<file path="config.mk">
export PLATFORM = sky130hd
export DESIGN_NAME = socks5_request_parser_top
export DESIGN_NICKNAME = d
export VERILOG_FILES = /design/src/sv/s5rp_pkg.sv /design/src/sv/socks5_request_parser_top.sv
export SDC_FILE = /design/constraint.sdc
export NUM_CORES = 1
export LEC_CHECK = 0
export BUFFER_PORTS_ARGS = -buffer_cell sky130_fd_sc_hd__buf_2
export CORE_MARGIN = 2
export CORE_UTILIZATION = 60
export CTS_CLUSTER_SIZE = 8
export DETAILED_ROUTE_END_ITERATION = 8
export PLACE_DENSITY = 0.89
export SETUP_SLACK_MARGIN = 0.02
export SLEW_MARGIN = 20
export SYNTH_ARGS = -nofsm -noshare
export SYNTH_HDL_FRONTEND = slang
export SYNTH_SLANG_ARGS = --single-unit
</file>
<file path="constraint.sdc">
create_clock -name clk -period 13.6 [get_ports clk]
set_input_delay 0.68 -clock clk [delete_from_list [all_inputs] [get_ports clk]]
set_output_delay 0.68 -clock clk [all_outputs]
set_load 0.03 [all_outputs]
</file>
<file path="src/sv/s5rp_pkg.sv">
// Package for the SOCKS5 request parser: request and result types, phase and code constants.
`default_nettype none
package s5rp_pkg;

  typedef enum logic [3:0] {
    PH_VER  = 4'd0,
    PH_CMD  = 4'd1,
    PH_RSV  = 4'd2,
    PH_ATYP = 4'd3,
    PH_DLEN = 4'd4,
    PH_DOM  = 4'd5,
    PH_IPV4 = 4'd6,
    PH_IPV6 = 4'd7,
    PH_PHI  = 4'd8,
    PH_PLO  = 4'd9,
    PH_DONE = 4'd10,
    PH_ERR  = 4'd11
  } phase_t;

  typedef enum logic [1:0] {
    ST_PARSING = 2'd0,
    ST_DONE    = 2'd1,
    ST_BAD_ATYP = 2'd2
  } status_t;

  typedef enum logic [3:0] {
    ROLE_VER     = 4'd0,
    ROLE_CMD     = 4'd1,
    ROLE_RSV     = 4'd2,
    ROLE_ATYP    = 4'd3,
    ROLE_DLEN    = 4'd4,
    ROLE_ADDR    = 4'd5,
    ROLE_PORT_HI = 4'd6,
    ROLE_PORT_LO = 4'd7,
    ROLE_IGNORED = 4'd8
  } role_t;

  localparam logic [7:0] ATYP_IPV4 = 8'd1;
  localparam logic [7:0] ATYP_DOM  = 8'd3;
  localparam logic [7:0] ATYP_IPV6 = 8'd4;

  localparam logic [7:0] IPV4_LEN = 8'd4;
  localparam logic [7:0] IPV6_LEN = 8'd16;

  typedef struct packed {
    logic [7:0] data_byte;
    logic       restart;
  } item_t;

  typedef struct packed {
    logic [1:0]  status;
    logic [3:0]  byte_role;
    logic [7:0]  address_index;
    logic [7:0]  address_byte;
    logic [7:0]  version_seen;
    logic [7:0]  command_seen;
    logic [7:0]  address_kind;
    logic [7:0]  address_length;
    logic [31:0] ipv4_address;
    logic [15:0] port_number;
  } result_t;

endpackage
`default_nettype wire

</file>
<file path="src/sv/socks5_request_parser_top.sv">
// SOCKS5 connect-request parser top level: per-byte phase update and registered result.
//
// Takes one request byte per cycle and returns one result for each byte, in the cycle after it
// is accepted. The per-byte phase and field update is a single step of combinational logic
// feeding the state and result registers, so a new byte is taken every cycle while the result
// register is empty or being drained; a held result stalls the input only for as long as it
// is not taken. Setting restart on a byte returns the parser to the version phase with all
// captured fields cleared before that byte is parsed.
`default_nettype none
module socks5_request_parser_top (
  input  wire logic              clk,
  input  wire logic              rst,
  input  wire logic              item_valid,
  output logic                   item_ready,
  input  wire s5rp_pkg::item_t   item,
  output logic                   result_valid,
  input  wire logic              result_ready,
  output s5rp_pkg::result_t      result
);

  s5rp_pkg::phase_t phase, phase_next, phase_cur;
  logic [7:0]  version_reg, version_reg_next, version_cur;
  logic [7:0]  command_reg, command_reg_next, command_cur;
  logic [7:0]  kind_reg, kind_reg_next, kind_cur;
  logic [7:0]  length_reg, length_reg_next, length_cur;
  logic [7:0]  remaining, remaining_next, remaining_cur;
  logic [31:0] ipv4_acc, ipv4_acc_next, ipv4_cur;
  logic [15:0] port_reg, port_reg_next, port_cur;
  logic [7:0]  addr_total;
  s5rp_pkg::role_t   role;
  s5rp_pkg::status_t status;
  logic [7:0]  aidx;
  logic [7:0]  abyte;
  logic [7:0]  b;
  logic        accept;

  assign item_ready = !result_valid || result_ready;
  assign accept     = item_valid && item_ready;
  assign b          = item.data_byte;

  always_comb begin
    if (item.restart) begin
      phase_cur     = s5rp_pkg::PH_VER;
      version_cur   = '0;
      command_cur   = '0;
      kind_cur      = '0;
      length_cur    = '0;
      remaining_cur = '0;
      ipv4_cur      = '0;
      port_cur      = '0;
    end else begin
      phase_cur     = phase;
      version_cur   = version_reg;
      command_cur   = command_reg;
      kind_cur      = kind_reg;
      length_cur    = length_reg;
      remaining_cur = remaining;
      ipv4_cur      = ipv4_acc;
      port_cur      = port_reg;
    end
  end

  always_comb begin
    phase_next       = phase_cur;
    version_reg_next = version_cur;
    command_reg_next = command_cur;
    kind_reg_next    = kind_cur;
    length_reg_next  = length_cur;
    remaining_next   = remaining_cur;
    ipv4_acc_next    = ipv4_cur;
    port_reg_next    = port_cur;
    role             = s5rp_pkg::ROLE_IGNORED;
    aidx             = '0;
    abyte            = '0;
    addr_total       = length_cur;
    case (phase_cur)
      s5rp_pkg::PH_VER: begin
        version_reg_next = b;
        phase_next       = s5rp_pkg::PH_CMD;
        role             = s5rp_pkg::ROLE_VER;
      end
      s5rp_pkg::PH_CMD: begin
        command_reg_next = b;
        phase_next       = s5rp_pkg::PH_RSV;
        role             = s5rp_pkg::ROLE_CMD;
      end
      s5rp_pkg::PH_RSV: begin
        phase_next = s5rp_pkg::PH_ATYP;
        role       = s5rp_pkg::ROLE_RSV;
      end
      s5rp_pkg::PH_ATYP: begin
        kind_reg_next = b;
        role          = s5rp_pkg::ROLE_ATYP;
        if (b == s5rp_pkg::ATYP_DOM) begin
          phase_next = s5rp_pkg::PH_DLEN;
        end else if (b == s5rp_pkg::ATYP_IPV4) begin
          remaining_next = s5rp_pkg::IPV4_LEN;
          phase_next     = s5rp_pkg::PH_IPV4;
        end else if (b == s5rp_pkg::ATYP_IPV6) begin
          remaining_next  = s5rp_pkg::IPV6_LEN;
          length_reg_next = s5rp_pkg::IPV6_LEN;
          phase_next      = s5rp_pkg::PH_IPV6;
        end else begin
          phase_next = s5rp_pkg::PH_ERR;
        end
      end
      s5rp_pkg::PH_DLEN: begin
        remaining_next  = b;
        length_reg_next = b;
        role            = s5rp_pkg::ROLE_DLEN;
        phase_next      = (b != 8'd0) ? s5rp_pkg::PH_DOM : s5rp_pkg::PH_PHI;
      end
      s5rp_pkg::PH_DOM, s5rp_pkg::PH_IPV4, s5rp_pkg::PH_IPV6: begin
        if (phase_cur == s5rp_pkg::PH_IPV4) begin
          addr_total    = s5rp_pkg::IPV4_LEN;
          ipv4_acc_next = {ipv4_cur[23:0], b};
        end else if (phase_cur == s5rp_pkg::PH_IPV6) begin
          addr_total = s5rp_pkg::IPV6_LEN;
        end
        role           = s5rp_pkg::ROLE_ADDR;
        abyte          = b;
        aidx           = addr_total - remaining_cur;
        remaining_next = remaining_cur - 8'd1;
        if (remaining_next == 8'd0) begin
          phase_next = s5rp_pkg::PH_PHI;
        end
      end
      s5rp_pkg::PH_PHI: begin
        port_reg_next = {b, 8'd0};
        phase_next    = s5rp_pkg::PH_PLO;
        role          = s5rp_pkg::ROLE_PORT_HI;
      end
      s5rp_pkg::PH_PLO: begin
        port_reg_next = {port_cur[15:8], port_cur[7:0] | b};
        phase_next    = s5rp_pkg::PH_DONE;
        role          = s5rp_pkg::ROLE_PORT_LO;
      end
      default: begin
      end
    endcase

    if (phase_next == s5rp_pkg::PH_DONE) begin
      status = s5rp_pkg::ST_DONE;
    end else if (phase_next > s5rp_pkg::PH_DONE) begin
      status = s5rp_pkg::ST_BAD_ATYP;
    end else begin
      status = s5rp_pkg::ST_PARSING;
    end
  end

  always_ff @(posedge clk) begin
    if (rst) begin
      phase        <= s5rp_pkg::PH_VER;
      version_reg  <= '0;
      command_reg  <= '0;
      kind_reg     <= '0;
      length_reg   <= '0;
      remaining    <= '0;
      ipv4_acc     <= '0;
      port_reg     <= '0;
      result_valid <= 1'b0;
    end else begin
      if (accept) begin
        phase        <= phase_next;
        version_reg  <= version_reg_next;
        command_reg  <= command_reg_next;
        kind_reg     <= kind_reg_next;
        length_reg   <= length_reg_next;
        remaining    <= remaining_next;
        ipv4_acc     <= ipv4_acc_next;
        port_reg     <= port_reg_next;
        result_valid <= 1'b1;
      end else if (result_ready) begin
        result_valid <= 1'b0;
      end
    end
  end

  always_ff @(posedge clk) begin
    if (accept) begin
      result.status         <= status;
      result.byte_role      <= role;
      result.address_index  <= aidx;
      result.address_byte   <= abyte;
      result.version_seen   <= version_reg_next;
      result.command_seen   <= command_reg_next;
      result.address_kind   <= kind_reg_next;
      result.address_length <= length_reg_next;
      result.ipv4_address   <= ipv4_acc_next;
      result.port_number    <= port_reg_next;
    end
  end

endmodule
`default_nettype wire

</file>
# Yosys cells after proc, flatten, opt, wreduce, memory -nomap -nowiden
# Index checks and enable logic that the tools add are counted.
# totals
ff_bits	195
inputBits	13
out_inout_bits	104
word_cells	79
# classes
add_sub_neg	2
n_eq_ne	13
magnitude_cmp	1
n_bitwise	1
n_reduce_logical	8
muxes	35
# op_table
operator	count
two-way mux 8 bit	17
two-way mux 32 bit	3
one-hot mux 4 bit (8 select lines)	2
one-hot mux 16 bit (2 select lines)	1
two-way mux 4 bit	6
one-hot mux 8 bit (3 select lines)	1
equality test 4 x 3 -> 1 bit, second input constant	4
two-way mux 16 bit	1
one-hot mux 8 bit (2 select lines)	1
equality test 4 bit, second input constant	3
equality test 4 x 2 -> 1 bit, second input constant	2
equality test 8 x 1 -> 1 bit, second input constant	1
equality test 8 x 2 -> 1 bit, second input constant	1
equality test 8 x 3 -> 1 bit, second input constant	1
zero test 8 bit	1
bitwise OR 8 bit	1
nonzero test 8 bit	1
subtractor 8 x 1 -> 8 bit, second input constant	1
subtractor 8 bit	1
equality test 4 x 1 -> 1 bit, second input constant	1
greater-than comparator 4 bit, second input constant	1
zero test 4 bit	1
OR reduction 3 bit	1
two-way mux 1 bit	2
other kinds (5)	5

# Longest topological paths before layout
# depth
depth_word	7
mapped_depth	14
depth_no_buf	12

# Worst setup path after synthesis
# No wires, ideal clock.
# synth_path
path_kind	in2reg
startpoint	in result_ready
endpoint	reg result[0] (netlist name), enable pin
required_ns	13.095
t_arrival_ns	4.537
path_buffers	2
setup_slack_ns	8.558
setup_time_ns	0.505
path_stages	5
path_cell_list	nand2b_1 -> nand2_1 -> inv_1 -> clkbuf_1 -> buf_1
# synth_between
elab_chain_len	2
# synth_lines
item	line	rtl
from (decl)	socks5_request_parser_top.sv:17	input wire logic result_ready,
logical OR 1 bit	socks5_request_parser_top.sv:37	assign item_ready = !result_valid || result_ready;
logical AND 1 bit	socks5_request_parser_top.sv:38	assign accept = item_valid && item_ready;
named net accept	socks5_request_parser_top.sv:35	logic accept;
to (decl)	socks5_request_parser_top.sv:18	output s5rp_pkg::result_t result
# The timed path passes the listed nets, and every way through them passes these cells.
# A chain may end at the register's enable or synchronous reset.

# Final worst setup path
# layout_path
startpoint	in item[0] (netlist name)
endpoint	reg result[95] (netlist name), data pin
# layout_between
elab_chain_len	6
word_cells_on_any_way	11
cone_classes	add/sub (1); eq/ne (3); mux (6); reduce/logical (1)
# layout_lines
item	line	rtl
from (decl)	socks5_request_parser_top.sv:15	input wire s5rp_pkg::item_t item,
two-way mux 4 bit	socks5_request_parser_top.sv:42	if (item.restart) begin
equality test 4 x 3 -> 1 bit	socks5_request_parser_top.sv:76, socks5_request_parser_top.sv:117	
two-way mux 8 bit	socks5_request_parser_top.sv:117	end else if (phase_cur == s5rp_pkg::PH_IPV6) begin
two-way mux 8 bit	socks5_request_parser_top.sv:114	if (phase_cur == s5rp_pkg::PH_IPV4) begin
two-way mux 8 bit	socks5_request_parser_top.sv:76	case (phase_cur)
subtractor 8 bit	socks5_request_parser_top.sv:122	aidx = addr_total - remaining_cur;
# Several ways; a longest one is shown, not always the timed one. The select of a mux whose other input is x is not followed.

==> impl_summary.txt <==
----------------------------------------------------
[Clock tree]
  Num CTS Buffers ... 17
  TritonCTS clock tree ... done
  Clock transition at path regs ... 0.07 ns
  Clock net sink count ... 195
  CTS-repair resized insts ... 0
  CTS Hold Bufs ... 0
  Clock tree buffer depth ... 2
  Cell at the root of the clock tree ... sky130_fd_sc_hd__clkbuf_16
  Source-to-sink clock delay at the later pin of the worst-skew pair ... between 0.4 and 0.5 ns
  # Post-CTS Setup Buffers ... 0
  Htree depth ... 4

[Yosys]
  Cell area after technology mapping ... 8710 sq um
  Post-synthesis average cell area ... 9.77 sq um
  Number of enable flip-flop cells after synthesis ... 102
  Largest area contributor in the netlist ... sky130_fd_sc_hd__edfxtp_1
  Post-synthesis cell count ... ~900
  Library cells used by synthesis ... 64
  Portion of synthesized cell area occupied by the leading cell type ... 35.2%
  Most common flop cell mapped by yosys ... sky130_fd_sc_hd__edfxtp_1
  Post-synthesis sequential area ratio ... 56.6%
  Fraction of synthesis flops using an asynchronous set or reset pin ... 0%
  Net Count, Synth ... 914
  Total number of yosys warnings ... 0
  Seq cells post-synth ... slightly below 200
  Biggest area contributors in the synthesized netlist ... sky130_fd_sc_hd__edfxtp_1, sky130_fd_sc_hd__dfxtp_1, sky130_fd_sc_hd__nand2_1, sky130_fd_sc_hd__nor2_1, sky130_fd_sc_hd__a21oi_1

[STA]
  Tmin final ... 3.56 ns
  Final number of hold-violating endpoints ... 0
  RSZ-0062 raised after global routing ... false
  Count of endpoints failing setup in the final report ... 0
  Final Skew ... 0.0102 ns
  Final worst path period share ... 26.2%
  Upper clock frequency limit ... approximately 280 MHz
  Setup TNS after final layout ... 0 ns
  Slew headroom ... between 30% and 40%
  Total count of max-transition violations in the final report ... 0
  Worst-margin pin slew ... 1.02 ns
  Final hold slack ... ~0.45 ns

[Layout]
  Share of cells above drive strength 1 ... 19.6%
  Utilization after layout ... about 69%
  Flip-flop count of the largest register, all copies and words added ... 102
  Synth-to-layout area growth ... 14.3%
  Count of inserted antenna diode cells ... 0
  Non-Filler Cell Area, Final ... 9950 sq um
  Nets ... 989

[Power and ir drop]
  Switching pwr ... 341 uW
  Part of the power in combinational logic ... 10.9%
  Maximum VDD drop ... 0.0939 mV
  Switching share of total power ... 25.5%
  Internal power component ... 998 uW
  Cell area power density ... roughly 130 nW/um^2
  Sequential share of power ... 49.2%
  Static power due to leakage ... 0.00378 uW
  Fraction of power consumed by the clock network ... 39.9%

[Place]
  Count of input and output buffers ... 116
  Final weighted congestion in routability-driven placement ... 0.897
  Post-DP HPWL ... 12400 microns
  Total cell area at the placement stage ... 9320 sq um

[Critical path]
  WP data required ... 13.79 ns
  Crit Path Max Fanout ... 97
  Critical path capture point type ... flop
  WS Path Type ... input port to flop
  Critical Path Source Type ... input port
  Data arrival time of the critical path ... 3.75 ns

[Detailed routing]
  Wirelength per Cell ... between 15 and 20 microns
  DRC violation total after the first TritonRoute iteration ... between 1000 and 1500
  DRC violation count after routing ... 0
  Final antenna-violating net count ... 0
  Routed vias ... just under 7000
  DRT Pass-1 Iters ... 6
  Final Routed Wirelength ... about 20000 microns
  Via density per instance ... ~6

[Global routing]
  Maximum number of pins on one net before global-route repair ... 98
  Global-route wire length before repair ... 32700 microns
  Initial antenna violation count ... 0
  Total congestion overflow ... 0
  Overall Global Routing Usage ... 26.2%
  Vias in the first global route ... 6500

[Floorplan]
  Number of core rows ... 44
  Height of the die ... 124 microns
  Die area ... around 15000 sq um
  Chip Width ... 124 microns
  Number of placed I/O pins ... 117
  Starting utilization of the core area ... 60.6%
  Floorplan Core Area ... 14400 sq um

[Hold path]
  Hold WC Path Type ... flop to flop

[Run]
  Max Cap Viol ... 0

[Status]
  Outcome ... finished, final reports clean

----------------------------------------------------
worst max-delay path, cell delays in order:
cell and delay (ns):
sky130_fd_sc_hd__buf_2 0.08, sky130_fd_sc_hd__buf_4 0.73, sky130_fd_sc_hd__nor3b_2 0.22, sky130_fd_sc_hd__a21oi_1 0.40, sky130_fd_sc_hd__and2_1 0.25, sky130_fd_sc_hd__ha_1 0.25
sky130_fd_sc_hd__nor2b_1 0.13, sky130_fd_sc_hd__o21ai_0 0.24, sky130_fd_sc_hd__a21oi_1 0.15, sky130_fd_sc_hd__o41ai_1 0.35, sky130_fd_sc_hd__xnor2_1 0.17, sky130_fd_sc_hd__nor2_1 0.06
layout by cell type, fill, tap and decap left out, drive strengths merged, types with 3 or more instances in the layout:
cell / n
nand3b: 13
nor2: 130
clkinv: 3
a22oi: 39
nor4: 4
a2bb2oi: 4
edfxtp: 102
nand2b: 26
xnor2: 8
o31ai: 5
bufinv: 4
dfxtp: 93
a32oi: 4
nor2b: 19
mux2: 15
nand2: 145
a21o: 3
nor3b: 3
buf: 124
and2: 13
a21oi: 74
nor3: 26
nand3: 5
clkbuf: 19
a211oi: 4
inv: 13
o21ai: 34
ha: 9
cells by family after synthesis:
family                     Yosys count  share of synthesized area, %
DFF                                195                          56.6
adders and majority gates           10                          1.52
and+or+nand+nor                    395                          21.5
xor gates and xnor gates            10                          1.01
AOI/OAI and AO/OA                  190                          14.0
muxes                               15                          1.94
buffers and inverters               76                          3.48
cell type report:
type                            instances  area (sq um)
Inverter                                8          35.0
Multi-Input combinational cell        620          3490
Clock buffer                           19           433
Fill cell                            1050          4420
Clock inverter                         13           195
Tap cell                              184           230
Sequential cell                       195          4920
Timing Repair Buffer                  124           641
synth_stat cells (3+ instances only):
cell type / instances
sky130_fd_sc_hd__mux2_2: 15
sky130_fd_sc_hd__a21o_1: 3
sky130_fd_sc_hd__xnor2_1: 8
sky130_fd_sc_hd__inv_1: 7
sky130_fd_sc_hd__nor2_1: 130
sky130_fd_sc_hd__clkbuf_1: 54
sky130_fd_sc_hd__buf_2: 8
sky130_fd_sc_hd__a22oi_1: 39
sky130_fd_sc_hd__o31ai_1: 5
sky130_fd_sc_hd__nand2_1: 145
sky130_fd_sc_hd__nand3b_1: 13
sky130_fd_sc_hd__nor3_1: 23
sky130_fd_sc_hd__a21oi_1: 72
sky130_fd_sc_hd__nand3_1: 4
sky130_fd_sc_hd__and2_1: 12
sky130_fd_sc_hd__a211oi_1: 4
sky130_fd_sc_hd__dfxtp_1: 93
sky130_fd_sc_hd__ha_1: 9
sky130_fd_sc_hd__edfxtp_1: 102
sky130_fd_sc_hd__nand2b_1: 26
sky130_fd_sc_hd__o21ai_1: 3
sky130_fd_sc_hd__a32oi_1: 4
sky130_fd_sc_hd__buf_1: 5
sky130_fd_sc_hd__a2bb2oi_1: 4
sky130_fd_sc_hd__o21ai_0: 31
sky130_fd_sc_hd__nor2b_1: 19
power by group through the flow:
stage	clock network [uW]	registers [uW]	logic (uW)
floorplan	0	704	75.5
global placement	0	671	142
detailed placement	0	671	144
CTS	538	658	145
global route	564	661	156
finish	535	658	146
metal layers:
| metal | part of all wire, % | track usage (%) | vias to the layer above |
|---|---|---|---|
| met4 | 2.3 | 9.78 | 0 |
| met2 | 48 | 41.6 | 367 |
| li1 | - | - | 3263 |
| met5 | 0 | 0 | - |
| met3 | 8.3 | 5.15 | 47 |
| met1 | 41 | 36.0 | 3276 |
through the flow:
step           total power (uW)  setup slack, ns  std cells
2_1_floorplan               779             8.56        891
5_1_grt                    1380             9.81       1163
4_1_cts                    1340            10.11       1163
3_5_place_dp                815             9.71       1131
3_3_place_gp                812             9.86       1131
6_report                   1340            10.04       1163
final timing paths:
check / cells after the start / slack, ns / end / from
worst max-delay path: 12 / 10.04 / result[95] / item[0]
worst max register to register: 12 / 10.29 / result[94] / phase[2]
worst min register to register: 2 / 0.45 / version_reg[1] / version_reg[1]
worst min-delay path: 2 / 0.45 / version_reg[1] / version_reg[1]
Power figures use the tool's default switching activity.
